## config.mk

```make
export PLATFORM = sky130hd
export DESIGN_NAME = chunked_length_field_deframer
export DESIGN_NICKNAME = d
export VERILOG_FILES = /design/src/sv/clfd_pkg.sv /design/src/sv/clfd_decoder.sv /design/src/sv/chunked_length_field_deframer.sv
export SDC_FILE = /design/constraint.sdc
export NUM_CORES = 1
export LEC_CHECK = 0
export BUFFER_PORTS_ARGS = -buffer_cell sky130_fd_sc_hd__buf_4
export CELL_PAD_IN_SITES_DETAIL_PLACEMENT = 2
export CELL_PAD_IN_SITES_GLOBAL_PLACEMENT = 2
export CORE_MARGIN = 1
export CORE_UTILIZATION = 31
export CTS_BUF_LIST = sky130_fd_sc_hd__clkbuf_4 sky130_fd_sc_hd__clkbuf_8 sky130_fd_sc_hd__clkbuf_16
export DETAILED_ROUTE_END_ITERATION = 6
export MAX_ROUTING_LAYER = met4
export PLACE_DENSITY = 0.88
export SLEW_MARGIN = 10
export SYNTH_ARGS = -nofsm -noshare
export SYNTH_HDL_FRONTEND = slang
export SYNTH_SLANG_ARGS = --single-unit
export TNS_END_PERCENT = 1
```

## constraint.sdc

```tcl
create_clock -name clk -period 3.3 [get_ports clk]
set_input_delay 0.66 -clock clk [delete_from_list [all_inputs] [get_ports clk]]
set_output_delay 0.66 -clock clk [all_outputs]
set_load 0.005 [all_outputs]
```

## src/sv/clfd_pkg.sv

```systemverilog
// ----------------------------------------------------------------------------
// clfd_pkg
// Types and constants shared by the chunked length-field deframer.
// ----------------------------------------------------------------------------
package clfd_pkg;

  typedef struct packed {
    logic [7:0] in_byte;
    logic       buffer_end;
  } in_item_t;

  typedef struct packed {
    logic [7:0] out_byte;
    logic       byte_valid;
    logic       field_done;
    logic       status;
  } out_item_t;

  typedef enum logic [2:0] {
    PH_LEAD,
    PH_DATA,
    PH_CLEN,
    PH_DIGITS,
    PH_RAW,
    PH_CDATA
  } phase_t;

  localparam logic [7:0] LEAD_EMPTY_LO = 8'h00;
  localparam logic [7:0] LEAD_EMPTY_HI = 8'hFF;
  localparam logic [7:0] LEAD_CHUNKED  = 8'hFE;

  localparam int unsigned SB4_SIGN_BIT = 7;

  localparam logic ST_OK    = 1'b0;
  localparam logic ST_ERROR = 1'b1;

  localparam logic CFG_IDX_SB4 = 1'b0;

endpackage

```

## src/sv/clfd_decoder.sv

```systemverilog
// ----------------------------------------------------------------------------
// clfd_decoder
// Field state machine and result register: one byte is decoded per beat.
// ----------------------------------------------------------------------------
module clfd_decoder import clfd_pkg::*; #(
  parameter int MAX_LENGTH_BYTES = 4
) (
  input  logic      clk,
  input  logic      rst,
  input  logic      chunk_length_sb4,
  input  logic      item_valid,
  input  in_item_t  item,
  input  logic      advance,
  output logic      out_valid,
  output out_item_t out_data
);

  localparam int LenW = 8 * MAX_LENGTH_BYTES;
  localparam int DigW = $clog2(MAX_LENGTH_BYTES + 1);

  phase_t              phase, phase_next;
  logic [LenW-1:0]     remaining_bytes, remaining_bytes_next;
  logic [DigW-1:0]     length_digits_left, length_digits_left_next;
  logic                length_negative, length_negative_next;
  logic [LenW-1:0]     length_accumulator, length_accumulator_next;

  logic                step;
  logic                emit;
  out_item_t           res;
  logic                do_chunk;
  logic                do_error;
  logic [LenW-1:0]     chunk_len;
  logic [LenW-1:0]     rem_dec;
  logic [LenW-1:0]     acc_shift;
  logic [DigW-1:0]     dig_dec;
  logic [6:0]          sb4_width;

  assign step      = item_valid && advance;
  assign rem_dec   = remaining_bytes - LenW'(1);
  assign acc_shift = (length_accumulator << 8) | LenW'(item.in_byte);
  assign dig_dec   = length_digits_left - DigW'(1);
  assign sb4_width = item.in_byte[6:0];

  always_ff @(posedge clk) begin
    if (rst) begin
      phase              <= PH_LEAD;
      remaining_bytes    <= '0;
      length_digits_left <= '0;
      length_negative    <= 1'b0;
      length_accumulator <= '0;
    end else if (step) begin
      phase              <= phase_next;
      remaining_bytes    <= remaining_bytes_next;
      length_digits_left <= length_digits_left_next;
      length_negative    <= length_negative_next;
      length_accumulator <= length_accumulator_next;
    end
  end

  always_comb begin
    phase_next              = phase;
    remaining_bytes_next    = remaining_bytes;
    length_digits_left_next = length_digits_left;
    length_negative_next    = length_negative;
    length_accumulator_next = length_accumulator;
    emit                    = 1'b0;
    res                     = '0;
    do_chunk                = 1'b0;
    do_error                = 1'b0;
    chunk_len               = '0;

    if (item.buffer_end) begin
      do_error = 1'b1;
    end else begin
      unique case (phase)
        PH_DATA: begin
          emit           = 1'b1;
          res.out_byte   = item.in_byte;
          res.byte_valid = 1'b1;
          if (rem_dec == '0) begin
            res.field_done          = 1'b1;
            res.status              = ST_OK;
            phase_next              = PH_LEAD;
            remaining_bytes_next    = '0;
            length_digits_left_next = '0;
            length_negative_next    = 1'b0;
            length_accumulator_next = '0;
          end else begin
            remaining_bytes_next = rem_dec;
          end
        end
        PH_CDATA: begin
          emit                 = 1'b1;
          res.out_byte         = item.in_byte;
          res.byte_valid       = 1'b1;
          remaining_bytes_next = rem_dec;
          if (rem_dec == '0) begin
            phase_next = PH_CLEN;
          end
        end
        PH_CLEN: begin
          if (!chunk_length_sb4) begin
            do_chunk  = 1'b1;
            chunk_len = LenW'(item.in_byte);
          end else begin
            length_negative_next = item.in_byte[SB4_SIGN_BIT];
            if (sb4_width > 7'(MAX_LENGTH_BYTES)) begin
              phase_next = PH_RAW;
            end else if (sb4_width == '0) begin
              do_chunk = 1'b1;
            end else begin
              length_digits_left_next = DigW'(sb4_width);
              length_accumulator_next = '0;
              phase_next              = PH_DIGITS;
            end
          end
        end
        PH_RAW: begin
          if (item.in_byte != '0) begin
            do_error = 1'b1;
          end else begin
            do_chunk = 1'b1;
          end
        end
        PH_DIGITS: begin
          length_accumulator_next = acc_shift;
          length_digits_left_next = dig_dec;
          if (dig_dec == '0) begin
            if (length_negative && acc_shift != '0) begin
              do_error = 1'b1;
            end else begin
              do_chunk  = 1'b1;
              chunk_len = acc_shift;
            end
          end
        end
        default: begin
          phase_next              = PH_LEAD;
          remaining_bytes_next    = '0;
          length_digits_left_next = '0;
          length_negative_next    = 1'b0;
          length_accumulator_next = '0;
          if (item.in_byte == LEAD_EMPTY_LO || item.in_byte == LEAD_EMPTY_HI) begin
            emit           = 1'b1;
            res.field_done = 1'b1;
            res.status     = ST_OK;
          end else if (item.in_byte == LEAD_CHUNKED) begin
            phase_next = PH_CLEN;
          end else begin
            remaining_bytes_next = LenW'(item.in_byte);
            phase_next           = PH_DATA;
          end
        end
      endcase
    end

    if (do_error || do_chunk) begin
      remaining_bytes_next    = '0;
      length_digits_left_next = '0;
      length_negative_next    = 1'b0;
      length_accumulator_next = '0;
    end

    if (do_error) begin
      phase_next     = PH_LEAD;
      emit           = 1'b1;
      res            = '0;
      res.field_done = 1'b1;
      res.status     = ST_ERROR;
    end else if (do_chunk) begin
      if (chunk_len == '0) begin
        phase_next     = PH_LEAD;
        emit           = 1'b1;
        res.field_done = 1'b1;
        res.status     = ST_OK;
      end else begin
        remaining_bytes_next = chunk_len;
        phase_next           = PH_CDATA;
      end
    end
  end

  always_ff @(posedge clk) begin
    if (rst) begin
      out_valid <= 1'b0;
    end else if (advance) begin
      out_valid <= step && emit;
    end
  end

  always_ff @(posedge clk) begin
    if (advance) begin
      out_data <= res;
    end
  end

  a_no_empty_beat: assert property (@(posedge clk) disable iff (rst)
    out_valid && !out_data.byte_valid |-> out_data.field_done)
    else $error("result beat carries neither byte nor field end");

  a_status_with_done: assert property (@(posedge clk) disable iff (rst)
    out_valid && out_data.status |-> out_data.field_done)
    else $error("error status without field end");

  a_idle_byte_zero: assert property (@(posedge clk) disable iff (rst)
    out_valid && !out_data.byte_valid |-> out_data.out_byte == '0)
    else $error("out_byte not cleared on a beat without payload");

  a_data_count: assert property (@(posedge clk) disable iff (rst)
    phase == PH_DATA || phase == PH_CDATA |-> remaining_bytes != '0)
    else $error("payload phase with zero bytes left");

  a_digit_count: assert property (@(posedge clk) disable iff (rst)
    phase == PH_DIGITS |-> length_digits_left != '0)
    else $error("length digit phase with no digits left");

endmodule

```

## src/sv/chunked_length_field_deframer.sv

```systemverilog
// ----------------------------------------------------------------------------
// chunked_length_field_deframer
// Deframes length-prefixed and chunked fields from a byte stream.
//
//   channel  signals                        dir  beat
//   in       in_valid/in_ready/in_data      in   one stream byte or end mark
//   out      out_valid/out_ready/out_data   out  payload byte and/or field end
//   cfg      psel/penable/pwrite/paddr/...  in   reg 0: chunk_length_sb4
//
// One input beat per cycle while out is not stalled; each beat passes the input
// register, then one decode pass into the result register.
// The field state machine updates once per byte in a single pass.
// Reset is synchronous; it clears the state machine and sets sb4 coding.
// A stall on out holds the result; the input register keeps one more beat.
// ----------------------------------------------------------------------------
module chunked_length_field_deframer import clfd_pkg::*; #(
  parameter int MAX_LENGTH_BYTES = 4
) (
  input  logic        clk,
  input  logic        rst,
  input  logic        in_valid,
  output logic        in_ready,
  input  in_item_t    in_data,
  output logic        out_valid,
  input  logic        out_ready,
  output out_item_t   out_data,
  input  logic        psel,
  input  logic        penable,
  input  logic        pwrite,
  input  logic [2:0]  paddr,
  input  logic [31:0] pwdata,
  output logic [31:0] prdata,
  output logic        pready
);

  logic     chunk_length_sb4;
  logic     s1_valid;
  in_item_t s1_item;
  logic     advance;

  assign pready  = 1'b1;
  assign advance = !out_valid || out_ready;
  assign in_ready = !s1_valid || advance;

  always_ff @(posedge clk) begin
    if (rst) begin
      chunk_length_sb4 <= 1'b1;
    end else if (psel && penable && pwrite && paddr[2] == CFG_IDX_SB4) begin
      chunk_length_sb4 <= pwdata[0];
    end
  end

  always_comb begin
    prdata = '0;
    if (paddr[2] == CFG_IDX_SB4) begin
      prdata[0] = chunk_length_sb4;
    end
  end

  always_ff @(posedge clk) begin
    if (rst) begin
      s1_valid <= 1'b0;
    end else if (in_ready) begin
      s1_valid <= in_valid;
    end
  end

  always_ff @(posedge clk) begin
    if (in_ready) begin
      s1_item <= in_data;
    end
  end

  clfd_decoder #(
    .MAX_LENGTH_BYTES(MAX_LENGTH_BYTES)
  ) u_decoder (
    .clk             (clk),
    .rst             (rst),
    .chunk_length_sb4(chunk_length_sb4),
    .item_valid      (s1_valid),
    .item            (s1_item),
    .advance         (advance),
    .out_valid       (out_valid),
    .out_data        (out_data)
  );

endmodule

```

# [Yosys cells after proc, flatten, opt, wreduce, memory -nomap -nowiden]
# Index checks and enable logic that the tools add are counted.
[op_classes] n_lt_le_gt_ge=1 muxes=71 addsub=2 n_eq_ne=20 reduce_logical=30 bitwise=3
[ops] op="$mux 32" n=10
[ops] op="$mux 24" n=6
[ops] op="$pmux 24 s4" n=1
[ops] op="$pmux 32 s3" n=1
[ops] op="$logic_not 32->1" n=2
[ops] op="$pmux 32 s2" n=1
[ops] op="$mux 3" n=15
[ops] op="$or 32x8->32" n=1
[ops] op="$reduce_bool 32->1" n=1
[ops] op="$sub 32x1->32 const B" n=1
[ops] op="$pmux 3 s4" n=2
[ops] op="$mux 1" n=22
[ops] op="$eq 8x8->1 const B" n=2
[ops] op="$mux 8" n=2
[ops] op="$reduce_and 7->1" n=2
[ops] op="$mux 2" n=6
[ops] op="$ne 3x1->1 const B" n=3
[ops] op="$reduce_or 3->1" n=3
[ops] op="$logic_not 8->1" n=1
[ops] op="$ne 4x1->1 const B" n=2
[ops] op="$reduce_bool 8->1" n=1
[ops] op="$reduce_or 2->1" n=4
[ops] op="$gt 7x3->1 const B" n=1
[ops] op="$logic_not 7->1" n=1
[ops] op="other kinds (19)" n=36
[word_totals] input_bits=51 ff_bits=86 output_inout_bits=46 word_cells=141

# [Depth between registers and ports, before layout]
# Gate-level depths: netlist (run 1).
[depth] depth_word=12 mapped_depth=13 depth_no_buf=11

# [By module]
# From an unflattened synthesis (run 1), not the netlist that was laid out.
[hier_totals] hier_cells=622 hier_area_um2=5505.3
[by_module_without_submodules] mod="clfd_decoder" seq_area_each_um2=1611.5 area_each_um2=4877.2 cells_each=568 n_inst=1
[by_module_without_submodules] mod="chunked_length_field_deframer" seq_area_each_um2=310.3 area_each_um2=628.1 cells_each=54 n_inst=1

# [Worst setup path after synthesis (run 1)]
# OpenSTA, ideal clock, no wires.
[synth_path] path_type="reg2reg" start="register u_decoder.remaining_bytes[10]" end="register u_decoder.phase[1]" setup_ns=0.121 synth_period_minus_slack_ns=3.241 stages_incl_launch_ff=10 path_slack_ns=0.059 arrival_ns=3.120 required_time_ns=3.179 n_path_buf=1 path_cell_list="dfxtp_1 -> buf_2 -> or4_4 -> nor4_1 -> xnor2_1 -> nand3_1 -> or4_4 -> or3_1 -> a21oi_1 -> mux2_2"
[synth_between] elab_chain_len=4 word_cells_on_any_way=5 cone_classes="add/sub (1); eq/ne (2); reduce/logical (2)"
[synth_lines] element="from (decl)" line_no="clfd_decoder.sv:22" text="logic [LenW-1:0] remaining_bytes, remaining_bytes_next;"
[synth_lines] element="from (signal assigned)" line_no="clfd_decoder.sv:53" text="remaining_bytes <= remaining_bytes_next;"
[synth_lines] element="$sub 32x1->32 *" line_no="clfd_decoder.sv:39" text="assign rem_dec = remaining_bytes - LenW'(1);"
[synth_lines] element="$logic_not 32->1 *" line_no="clfd_decoder.sv:80, clfd_decoder.sv:97"
[synth_lines] element="$ne 4x1->1 (no line)"
[synth_lines] element="$reduce_and 7->1 (no line) *"
[synth_lines] element="to (signal assigned)" line_no="clfd_decoder.sv:52" text="phase <= phase_next;"
[synth_lines] element="to (decl)" line_no="clfd_decoder.sv:21" text="phase_t phase, phase_next;"
# Mark *: on every way between the ends. The rest lies on a longest branch, timed or not.
# A chain may end at the register's enable or synchronous reset.

# [Worst setup path in the final report (run 1)]
[layout_path] start="register u_decoder.remaining_bytes[6]" end="register u_decoder.phase[2]"
# Same word-level chain as after synthesis.

==> reports/results.tsv, run 1 <==
stage	metric	value	unit
sta	Final period util	104	%
synth	Mapped Area	5720	µm²
drt	wirelength, routed	26400	µm
drt	Final ANT Viol Nets	0	
power	share of power burned in registers	40.3	%
grt	number of global-route vias before repair	6440	
sta	worst setup margin	-0.138	ns
power	Internal	1940	µW
sta	RSZ-0062 raised after global routing	true	
drt	wire per inst	26.7	µm
synth	number of synthesized flops with an enable pin	20	
grt	GRT overflow	0	
critical_path	Worst Setup Path Type	reg -> reg	
worst_hold_path	worst hold path type	in -> reg	
power	net switching power	833	µW
sta	Slew headroom	46.5	%
placement	I/O Buffers	31	
cts	maximum buffer depth of the clock tree	2	
power	LEAKAGE	0.00286	µW
die	Core Area	18000	µm²
cts	Worst-path clk slew	0.07	ns
power	Tot Pwr	2770	µW
cells_and_area	Net count, final	808	
die	# IOs	97	
synth	largest family of logic cells by synthesized area	simple AND/OR/NAND/NOR gates	
grt	GR Util All Layers	29.6	%
cts	Clock Root Buffer	clkbuf_16	
synth	register bit count reported by yosys	86	
grt	first-pass GRT wire length	39800	µm
cells_and_area	Antenna Cells	0	
synth	mux share of post-synthesis cell area	5.93	%
grt	gr busiest metal	met2	
synth	Cells after Synth	676	
die	num rows	49	
critical_path	crit start category	flop	
sta	Peak Freq	291	MHz
grt	largest net degree at the start of global routing	58	
cts	CTS tree	yes	
drt	DR DRC count	0	
sta	Slew Limit Fails	0	
power	Power Density	397	nW/µm²
grt	Global Route met3 Usage	4.05	%
drt	initial DRC count	481	
grt	met2 Usage GRT	48.2	%
cts	CTS Sinks	86	
synth	Synth async-reset ratio	0	%
cells_and_area	Fillers	2034	
critical_path	CP max FO	4	
grt	initial antenna violation count	0	
power	share of total power in the clock network	40.5	%
critical_path	crit path DAT	3.69	ns
synth	xor-xnor portion of the synthesized cell area	3.37	%
synth	synth unique cells	75	
grt	grt met1 use	34.8	%
synth	Ys Warns	0	
drt	via count	6044	
sta	Final Hold Vio Count	0	
sta	Setup Skew	0.00953	ns
flow_run	max capacitance violation total	0	
placement	routability cong.	0.932	
die	Die Ht	138	µm
critical_path	critical path required time	3.55	ns
status	violated checks	setup timing	
cells_and_area	fin util	38.7	%
synth	ys flop type	dfxtp_1	
cts	H-tree Lvls	3	
cells_and_area	P&R area growth vs syn	22.0	%
status	status	finished, violations left	
sta	Period minus WS final	3.44	ns
power	switching fraction of total power	30.1	%
cts	Skew-Pair Late Insertion Delay	0.37	ns
die	Horiz. Die Dim	138	µm
power	combinational share of power	19.2	%
power	maximum vdd drop	0.000289	V
sta	final setup vio count	29	
synth	simple-gate share of the synthesized area	28.1	%
drt	via/cell ratio	6.12	
die	die area	19000	µm²
synth	Avg Cell Area, Syn	8.45	µm²
synth	compound-cell area share of the yosys netlist	18.9	%
sta	Slew @ Worst Pin	0.795	ns
synth	adder-cell share of the synthesized area	0.876	%
cts	number of buffers created by CTS	9	
critical_path	Worst setup EP type	flop	
die	Starting Density	31.7	%
cells_and_area	layout cell share with drive strength beyond 1	22.7	%
placement	final HPWL from detailed placement	18100	µm
synth	sequential share of the synthesized area	33.6	%
drt	router iterations before antenna repair	5	
-- placed cells by master (no fill, tap or decap), types with 5 or more instances in the layout --
| cell type | instances |
|---|---|
| nand2_1 | 66 |
| clkbuf_16 | 9 |
| and2_1 | 10 |
| mux2i_1 | 28 |
| conb_1 | 32 |
| edfxtp_1 | 20 |
| or3_1 | 12 |
| nand3_1 | 10 |
| o21ai_0 | 17 |
| a22oi_1 | 24 |
| xor2_1 | 15 |
| or4_4 | 5 |
| nand4_1 | 12 |
| nor2_1 | 55 |
| buf_4 | 112 |
| o31a_1 | 5 |
| inv_1 | 12 |
| nand2b_1 | 38 |
| a21oi_1 | 12 |
| a22o_1 | 15 |
| o31ai_1 | 7 |
| nor4_1 | 16 |
| o22ai_1 | 6 |
| nor2b_1 | 7 |
| nor3_1 | 18 |
| dfxtp_1 | 65 |
| or3_4 | 6 |
| xnor2_1 | 7 |
-- per-layer routing --
| metal | vias up | part of all wire [%] |
|---|---|---|
| met2 | 274 | 49 |
| met5 | - | 0 |
| met4 | 0 | 5.1 |
| met3 | 100 | 5.4 |
| li1 | 2580 | - |
| met1 | 3090 | 41 |
-- flip-flops by register name, summed over array words and instances, names as in the netlist --
register and flops:
u_decoder.remaining_bytes 32, u_decoder.length_accumulator 24, u_decoder.out_data 11, s1_item 9
u_decoder.length_digits_left 3, u_decoder.phase 3, chunk_length_sb4 1, s1_valid 1
u_decoder.length_negative 1, u_decoder.out_valid 1
-- logic make-up (layout without fill, tap and decap cells) --
kind of cell | Yosys count | after routing
adders and majority gates | 4 | 4
other | 2 | 32
buffers and inverters | 92 | 144
muxes | 33 | 33
and+or+nand+nor | 292 | 292
xor gates and xnor gates | 22 | 22
DFF | 86 | 86
AOI/OAI and AO/OA | 145 | 145
-- power by group through the flow --
stage	logic [µW]	registers [µW]	clock network, µW
after global routing	557	1120	1160
final	533	1120	1120
after global placement	455	1140	0
after detailed placement	485	1140	0
after CTS	507	1120	1120
after floorplan	311	1130	0
-- metrics by stage --
| stage | cell area [µm²] | TNS, ns | std cells | worst slack (ns) | hold WS, ns |
|---|---|---|---|---|---|
| finish | 6970 | -1.57 | 987 | -0.138 | 0.464 |
| global route | 6970 | -2.63 | 987 | -0.143 | 0.465 |
| CTS | 6890 | -0.104 | 986 | -0.0573 | 0.462 |
| detailed placement | 6530 | -1.61 | 970 | -0.121 | 0.499 |
| global placement | 6530 | 0 | 970 | 0.0490 | 0.462 |
| floorplan | 5830 | 0 | 706 | 0.0590 | 0.444 |
-- critical path: stages, from the launching register on --
cell and delay [ns]:
dfxtp_2 0.36, or4_4 0.56, buf_4 0.18, nor4_4 0.29, buf_4 0.17, nand2_1 0.08, xor2_1 0.26, nand4_1 0.31
or3_4 0.47, a21oi_2 0.17, buf_4 0.16, mux2_1 0.34
-- Yosys cell counts (all sizes together), types with 5 or more instances --
master  count  share of area, %
nand2b     38               4.2
xor2       15               2.3
clkbuf     36               2.4
xnor2       7               1.1
edfxtp     20                11
o21ai      18               1.6
buf        43               5.9
o31a        5              0.77
o22ai       6              0.66
a22o       15               2.3
nand2      66               4.3
a22oi      24               3.2
nor4       24               3.4
dfxtp      66                23
nand3      11              0.96
nand4      12               1.3
mux2i      29               5.1
nor2b       7              0.77
a21oi      14               1.2
or4         9               1.5
nor2       57               3.7
inv        13              0.85
and2       10               1.1
nor3       19               1.8
o31ai       7              0.92
or3        18               2.0
-- path summary, 6_finish.rpt --
check | depth (start not counted) | end | slack, ns | from
min | 1 | s1_item[5] | 0.46 | in_data[5]
min reg2reg | 2 | u_decoder.length_accumulator[21] | 0.52 | u_decoder.length_accumulator[21]
max reg2reg | 11 | u_decoder.phase[2] | -0.14 | u_decoder.remaining_bytes[6]
max | 11 | u_decoder.phase[2] | -0.14 | u_decoder.remaining_bytes[6]
-- final cells by class --
type | instances | area [µm²] | share of cell area [%]
Multi-Input combinational cell | 528 | 3510 | 50.4
Sequential cell | 86 | 1920 | 27.6
Timing Repair Buffer | 115 | 892 | 12.8
Tap cell | 229 | 287 | 4.11
Clock buffer | 12 | 254 | 3.64
Clock inverter | 4 | 55.1 | 0.790
Inverter | 13 | 48.8 | 0.700
-- repair_timing --
| action | in CTS | in global routing |
|---|---|---|
| gates cloned | 0 | 0 |
| buffers inserted | 0 | 1 |
| endpoints found under the setup margin | 35 | 45 |
| pin swaps | 2 | 2 |
| hold buffers | 0 | 0 |
| gates resized for setup | 11 | 16 |
No activity file was read; power rests on OpenSTA's default activity.
==> inputs of run 2 (changes only) <==
Settings changed: ABC_AREA set to 1, CORE_UTILIZATION 31 to 27, PLACE_DENSITY 0.88 to 0.86.
==> run 2 against run 1 <==
Against the previous run:
- the flow now finishes without violations
- via count grew 12%
- area after synthesis rose by 9.1%
- combinational power up 58%
- first-iteration DRC count is 44% lower
- fmax is 11% higher
- die area is 25% higher
- hold slack improved by 0.0074 ns
==> reports/results.tsv, run 2 <==
stage	metric	value	unit	change
sta	final setup vio count	0		-100%
placement	routability cong.	0.915		-1.9%
cells_and_area	most common library cell in the layout ignoring fill and taps	nand2_1		
die	# IOs	97		unchanged
grt	GR Util All Layers	22.3	%	-7.4 points
synth	Avg Cell Area, Syn	6.13	µm²	-27%
synth	sequential share of the synthesized area	30.8	%	-2.8 points
cells_and_area	Reg with most FFs	u_decoder.remaining_bytes		
drt	via/cell ratio	5.05		-18%
worst_hold_path	worst hold stages	1		unchanged
sta	Peak Freq	322	MHz	+11%
cts	CTS tree	yes		
cells_and_area	Net count, final	1103		+37%
power	share of power burned in registers	38.4	%	-1.9 points
placement	placed cells	1322		+36%
worst_hold_path	hold_sp	in_data[5]		
grt	number of global-route vias before repair	7313		+14%
synth	Post-synth top cells	nand2_1 (328), nor2_1 (115), inv_1 (90)		
synth	Synth async-reset ratio	0	%	unchanged
cells_and_area	fin area	7090	µm²	+1.6%
grt	first-pass GRT wire length	39800	µm	unchanged
synth	main area contributors after synthesis	dfxtp_1 (21%), nand2_1 (20%), edfxtp_1 (9.6%)		
sta	Setup TNS	0	ns	+1.57 ns
cts	CTS Sinks	86		unchanged
power	LEAKAGE	0.00318	µW	+11%
synth	Cells after Synth	1017		+50%
critical_path	Worst setup EP type	flop		
cts	H-tree Lvls	3		unchanged
power	share of total power in the clock network	34.4	%	-6.1 points
synth	Ys Warns	0		unchanged
drt	Final ANT Viol Nets	0		unchanged
synth	number of synthesized flops with an enable pin	20		unchanged
power	switching fraction of total power	37.8	%	+7.7 points
power	Internal	1920	µW	-0.66%
synth	synth unique cells	46		-39%
critical_path	worst-case reg-to-reg path depth	18		+7
sta	Setup Skew	0.0139	ns	+0.00442 ns
power	Tot Pwr	3090	µW	+12%
power	Power Density	437	nW/µm²	+9.9%
cells_and_area	P&R area growth vs syn	13.6	%	
cells_and_area	Antenna Cells	0		unchanged
sta	Period minus WS final	3.10	ns	-0.334 ns
cts	number of buffers created by CTS	9		unchanged
sta	Slew headroom	25.7	%	-21 points
flow_run	max capacitance violation total	0		unchanged
placement	post-place instance area	6760	µm²	+3.5%
power	net switching power	1170	µW	+40%
sta	Final Hold Vio Count	0		unchanged
grt	largest net degree at the start of global routing	41		-29%
cells_and_area	most frequent cells in the layout	nand2_1 (328), nor2_1 (112), inv_1 (89)		
critical_path	crit path DAT	3.35	ns	-0.34 ns
sta	Slew @ Worst Pin	1.11	ns	+0.313 ns
sta	RSZ-0062 raised after global routing	true		
placement	final HPWL from detailed placement	18500	µm	+1.9%
critical_path	crit start category	flop		
cells_and_area	max FFs per register	32		unchanged
cts	Clock Root Buffer	clkbuf_16		
cts	Worst-path clk slew	0.08	ns	about the same
critical_path	Worst Setup Path Type	reg -> reg		
synth	register bit count reported by yosys	86		unchanged
power	maximum vdd drop	0.000260	V	-9.8%
drt	router iterations before antenna repair	5		unchanged
worst_hold_path	Hold EP	s1_item[5]		
sta	Slew Limit Fails	0		unchanged
synth	post-synth top area cell	dfxtp_1		
cts	maximum buffer depth of the clock tree	2		unchanged
die	Starting Density	27.5	%	-4.2 points
worst_hold_path	worst hold path type	in -> reg		
critical_path	critical path required time	3.54	ns	about the same
die	die area	23700	µm²	+25%
cells_and_area	Top Registers	u_decoder.remaining_bytes (32), u_decoder.length_accumulator (24), u_decoder.out_data (11)		
die	num rows	55		+12%
drt	wirelength, routed	24900	µm	-5.5%
synth	count leader, synth	nand2_1		
drt	initial DRC count	271		-44%
cts	Skew-Pair Late Insertion Delay	0.36	ns	about the same
drt	via count	6759		+12%
placement	I/O Buffers	31		unchanged
drt	DR DRC count	0		unchanged
critical_path	CP max FO	34		+30
cells_and_area	Final Non-Filler Cells	1338		+36%
critical_path	R2R Path End	u_decoder.length_accumulator[15]		
synth	ys flop type	dfxtp_1		
status	status	finished, final reports clean		
die	Core Area	22600	µm²	+26%
critical_path	origin of the critical flop-to-flop path	u_decoder.remaining_bytes[0]		
sta	Final period util	94.1	%	-10 points
grt	GRT overflow	0		unchanged
power	combinational share of power	27.2	%	+8.0 points
cells_and_area	layout cell share with drive strength beyond 1	11.7	%	-11 points
grt	initial antenna violation count	0		unchanged
critical_path	Reg2Reg Setup Slack	0.20	ns	+0.33 ns
synth	Mapped Area	6240	µm²	+9.1%
drt	wire per inst	18.6	µm	-30%
sta	WHS	0.471	ns	+0.00738 ns
synth	Yosys top cell area share	21.2	%	-1.9 points
die	Horiz. Die Dim	154	µm	+12%
die	Die Ht	154	µm	+12%
==> run 2: changes by cell type after synthesis, moves of 15 or more <==
cell	previous run	this run
or3_1	18	0
nand2_1	66	328
a22o_1	15	0
mux2i_1	29	0
o21ai_1	1	34
clkbuf_1	36	18
nand2b_1	38	0
inv_2	0	15
nand3_1	11	86
inv_1	13	90
nor2_1	57	115
nor4_1	21	2
a21oi_1	14	73
a22oi_1	24	1
==> run 2: timing repair <==
item | 4_1_cts | 5_1_grt
resized for setup | 0 | 6
setup endpoints to repair | 0 | 50
hold buffers | 0 | 0
setup buffers | 0 | 0
==> run 2: cell families (layout without fill, tap and decap cells) <==
| group | count (synthesis) | in the layout | share of synthesized area (%) |
|---|---|---|---|
| flops | 86 | 86 | 30.8 |
| other cells | 2 | 32 | 0.120 |
| simple gates | 594 | 594 | 41.2 |
| buf+inv | 173 | 179 | 12.7 |
| xor+xnor | 3 | 3 | 0.421 |
| fa+ha+maj | 4 | 4 | 0.802 |
| compound gates | 155 | 155 | 13.9 |
==> run 2: worst max-delay path by stage <==
stage,start,endpoint,slack [ns],depth (start not counted)
floorplan,u_decoder.remaining_bytes[0],u_decoder.length_accumulator[10],0.89,18
global placement,u_decoder.remaining_bytes[0],u_decoder.length_accumulator[1],0.27,18
detailed placement,u_decoder.remaining_bytes[0],u_decoder.length_accumulator[8],0.13,18
CTS,u_decoder.remaining_bytes[0],u_decoder.length_accumulator[8],0.01,18
global route,u_decoder.remaining_bytes[0],u_decoder.length_accumulator[11],-0.02,18
finish,u_decoder.remaining_bytes[0],u_decoder.length_accumulator[15],0.20,18
==> run 2: stage by stage <==
stage	setup slack, ns	utilization, %
2_1_floorplan	0.887	-
3_3_place_gp	0.273	29.9
3_5_place_dp	0.128	29.9
4_1_cts	0.00989	31.2
5_1_grt	-0.0198	31.3
6_report	0.195	31.3
==> run 2: per-layer routing <==
layer	track usage, %	wire length (µm)	vias to the layer above
met5	-	0	-
met4	5.14	396	0
met3	3.58	828	27
met2	39.4	12500	108
met1	26.3	11200	3340
li1	-	-	3284
==> run 2: worst max-delay path, cell delays in order (launching register included) <==
cell and delay [ns]:
dfxtp_1 0.38, inv_2 0.12, ha_1 0.23, nand3_2 0.19, nor2_4 0.20, nand2_1 0.13, o21ai_1 0.16, nand2_1 0.09
nor2_1 0.15, nand2_1 0.11, nor2_2 0.16, nand3_2 0.14, nand2_2 0.11, inv_2 0.05, a21oi_4 0.19, nand2_4 0.14
buf_12 0.20, o21ai_1 0.15, a21oi_1 0.06
==> run 2: area by class of cell <==
| class | instances | area (µm²) |
|---|---|---|
| repair buffers | 56 | 445 |
| multi-input cells | 788 | 3650 |
| inverters | 107 | 408 |
| well taps | 285 | 357 |
| clock buffers | 9 | 225 |
| flip-flops and latches | 86 | 1920 |
| clock inverters | 7 | 78.8 |
| fillers | 2770 | 15600 |
==> run 2: power by group through the flow <==
stage / Clock [µW] / Combinational [µW] / Sequential (µW)
2_1_floorplan: 0 / 580 / 1190
3_3_place_gp: 0 / 785 / 1210
3_5_place_dp: 0 / 820 / 1210
4_1_cts: 1090 / 841 / 1190
5_1_grt: 1130 / 938 / 1200
6_report: 1060 / 841 / 1190
==> inputs of run 3 (changes only) <==
Settings changed: SYNTH_HIERARCHICAL set to 1.
==> run 3 against run 2 <==
Against the previous run:
- synthesized cell count increased by 1.3%
- register-to-register slack improved by 0.02 ns
- combinational power increased by 2%
- final cell count increased by 3.0%
- sequential cell count unchanged
- non-clock buffer count increased by 3
- hold slack improved by 0.0048 ns
- setup slack improved by 0.020 ns
- routed wire length increased by 3.5%
==> reports/results.tsv, run 3 <==
stage	metric	value	unit	change
status	status	finished, final reports clean		
synth	Yosys top cell area share	21.0	%	-0.19 points
die	Horiz. Die Dim	155	µm	+0.44%
sta	Peak Freq	324	MHz	+0.66%
critical_path	crit start category	flop		
cells_and_area	fin util	31.4	%	+0.15 points
grt	number of global-route vias before repair	7478		+2.3%
cts	maximum buffer depth of the clock tree	2		unchanged
critical_path	origin of the critical flop-to-flop path	s1_item[1]		
cells_and_area	Seq. cell area	1920	µm²	unchanged
die	Starting Density	27.6	%	+0.081 points
synth	Synth async-reset ratio	0	%	unchanged
die	Core Area	22800	µm²	+0.61%
placement	routability cong.	0.845		-7.7%
cells_and_area	Fillers	2796		+0.94%
cts	H-tree Lvls	3		unchanged
cells_and_area	Net count, final	1115		+1.1%
grt	first-pass GRT wire length	40600	µm	+2.0%
synth	sequential share of the synthesized area	30.5	%	-0.28 points
die	die area	23900	µm²	+0.89%
power	Internal	1990	µW	+3.2%
sta	final setup vio count	0		unchanged
critical_path	CP max FO	30		-12%
sta	RSZ-0062 raised after global routing	false		
synth	Ys Warns	6		+6
power	switching fraction of total power	35.9	%	-1.9 points
sta	Slew Limit Fails	0		unchanged
cells_and_area	most frequent cells in the layout	nand2_1 (298), nor2_1 (168), inv_1 (93)		
drt	initial DRC count	352		+30%
synth	post-synth top area cell	dfxtp_1		
sta	Final Hold Vio Count	0		unchanged
cells_and_area	max FFs per register	32		unchanged
drt	via count	7086		+4.8%
placement	I/O Buffers	31		unchanged
grt	initial antenna violation count	0		unchanged
critical_path	Worst setup endpoint	u_decoder/length_accumulator[6]		
synth	register bit count reported by yosys	86		unchanged
drt	wirelength, routed	25800	µm	+3.5%
sta	Setup Skew	0.00888	ns	-0.00507 ns
cells_and_area	P&R area growth vs syn	13.8	%	
critical_path	Critical Path Start	s1_item[1]		
synth	Avg Cell Area, Syn	6.11	µm²	-0.37%
critical_path	Worst Setup Path Type	reg -> reg		
power	share of power burned in registers	38.1	%	-0.3 points
critical_path	critical path required time	3.53	ns	about the same
power	combinational share of power	27.7	%	+0.5 points
power	Power Density	432	nW/µm²	-0.97%
drt	via/cell ratio	5.14		+1.8%
synth	number of synthesized flops with an enable pin	20		unchanged
placement	final HPWL from detailed placement	18200	µm	-1.7%
sta	Slew headroom	47.5	%	+22 points
grt	largest net degree at the start of global routing	46		+12%
synth	Mapped Area	6290	µm²	+0.90%
power	share of total power in the clock network	34.2	%	-0.2 points
critical_path	Worst setup EP type	flop		
die	Die Ht	155	µm	+0.44%
cells_and_area	most common library cell in the layout ignoring fill and taps	nand2_1		
worst_hold_path	worst hold path type	in -> reg		
cts	hold buffer count at cts	0		unchanged
synth	Cells after Synth	1030		+1.3%
sta	Setup TNS	0	ns	unchanged
cts	CTS tree	yes		
cells_and_area	layout cell share with drive strength beyond 1	11.2	%	-0.51 points
cts	Worst-path clk slew	0.06	ns	-0.02 ns
critical_path	R2R Path End	u_decoder/length_accumulator[6]		
synth	Post-synth top cells	nand2_1 (299), nor2_1 (171), inv_1 (93)		
cells_and_area	Antenna Cells	0		unchanged
die	# IOs	97		unchanged
power	maximum vdd drop	0.000273	V	+5.0%
cells_and_area	Reg with most FFs	u_decoder/remaining_bytes		
synth	synth unique cells	43		-6.5%
sta	WHS	0.476	ns	+0.00475 ns
die	num rows	55		unchanged
synth	count leader, synth	nand2_1		
sta	Period minus WS final	3.08	ns	-0.0204 ns
drt	DR DRC count	0		unchanged
synth	ys flop type	dfxtp_1		
synth	main area contributors after synthesis	dfxtp_1 (21%), nand2_1 (18%), nor2_1 (10%)		
flow_run	max capacitance violation total	0		unchanged
cts	Skew-Pair Late Insertion Delay	0.36	ns	about the same
power	LEAKAGE	0.00318	µW	about the same
power	net switching power	1110	µW	-5.0%
grt	GR Util All Layers	22.5	%	+0.23 points
drt	router iterations before antenna repair	4		-1
critical_path	crit path DAT	3.31	ns	-0.04 ns
grt	GRT overflow	0		unchanged
drt	wire per inst	18.7	µm	+0.47%
sta	Final period util	93.5	%	-0.62 points
cts	CTS Sinks	86		unchanged
cells_and_area	Top Registers	u_decoder/remaining_bytes (32), u_decoder/length_accumulator (24), u_decoder/out_data (11)		
cts	Clock Root Buffer	clkbuf_16		
critical_path	Reg2Reg Setup Slack	0.22	ns	+0.02 ns
drt	Final ANT Viol Nets	0		unchanged
critical_path	worst-case reg-to-reg path depth	16		-2
sta	Slew @ Worst Pin	0.785	ns	-0.324 ns
cells_and_area	area occupied by multi-input gates	3670	µm²	+0.58%
cts	number of buffers created by CTS	9		unchanged
run 3: changes by cell type after synthesis, sizes merged, moves of 3 or more:
| cell | before | now |
|---|---|---|
| nor2 | 129 | 183 |
| nand3 | 89 | 38 |
| nand2 | 334 | 303 |
| a21oi | 74 | 94 |
| o21ai | 59 | 73 |
| o211ai | 8 | 15 |
| o2111ai | 7 | 1 |
| nand3b | 7 | 2 |
| nor3 | 18 | 13 |
| a32o | 0 | 4 |
| nor4 | 2 | 6 |
| buf | 48 | 51 |
| o41ai | 1 | 4 |
run 3: kinds of logic (layout without fill, tap and decap cells):
family	Yosys count	after routing	share of synthesized area, %
and+or+nand+nor	559	559	37.3
buffers and inverters	177	182	13.2
xor gates and xnor gates	4	4	0.557
other	2	32	0.119
AOI/OAI and AO/OA	198	198	17.5
adders and majority gates	4	4	0.795
DFF	86	86	30.5
run 3: layer usage:
layer / vias to the layer above / GRT usage (%) / share of wire [%]
li1: 3314 / - / -
met1: 3571 / 26.6 / 43
met2: 152 / 39.0 / 50
met3: 49 / 3.00 / 3.8
met4: 0 / 8.02 / 2.8
met5: - / - / 0
run 3: power by group through the flow:
stage / Sequential (µW) / Combinational (µW) / Clock, µW
after floorplan: 1190 / 584 / 0
after global placement: 1200 / 781 / 0
after detailed placement: 1200 / 818 / 0
after CTS: 1180 / 845 / 1090
after global routing: 1190 / 945 / 1130
final: 1180 / 856 / 1060
run 3: per-stage QoR:
step	area, µm²	setup slack, ns	cells	power [µW]
floorplan	6410	0.857	1060	1770
global placement	6830	0.204	1360	1980
detailed placement	6830	0.127	1360	2020
CTS	7130	0.0352	1376	3120
global route	7160	0.0158	1378	3260
finish	7160	0.216	1378	3100
run 3: repair_timing:
| action | CTS | global route |
|---|---|---|
| gates resized for setup | 0 | 6 |
| setup buffers | 0 | 2 |
| setup endpoints to repair | 0 | 52 |
run 3: worst min-delay path by stage:
| stage | startpoint | to | cells past startpoint |
|---|---|---|---|
| after floorplan | chunk_length_sb4 | chunk_length_sb4 | 2 |
| after global placement | u_decoder/length_digits_left[1] | u_decoder/length_digits_left[1] | 2 |
| after detailed placement | u_decoder/remaining_bytes[31] | u_decoder/remaining_bytes[31] | 2 |
| after CTS | in_data[0] | s1_item[0] | 1 |
| after global routing | in_data[3] | s1_item[3] | 1 |
| final | in_data[0] | s1_item[0] | 1 |
run 3: worst max-delay path, stage by stage (launching register included):
cell and delay [ns]:
edfxtp_1 0.45, nor2_2 0.23, nand3_2 0.11, nor4_4 0.33
nand2_2 0.14, o21ai_4 0.20, nand2_4 0.13, nand2_4 0.11
nor2_4 0.07, nor2_4 0.12, nor2_2 0.08, buf_12 0.18
a21oi_2 0.23, nand3_4 0.13, buf_4 0.20, o21ai_1 0.16
nor2_1 0.06
run 3: layout make-up:
| cell class | count | area share, % |
|---|---|---|
| clock buffer | 10 | 3.25 |
| multi-input combinational | 797 | 51.3 |
| timing repair buffer | 59 | 6.71 |
| clock inverter | 6 | 0.874 |
| tap | 313 | 5.47 |
| inverter | 107 | 5.61 |
| sequential | 86 | 26.8 |
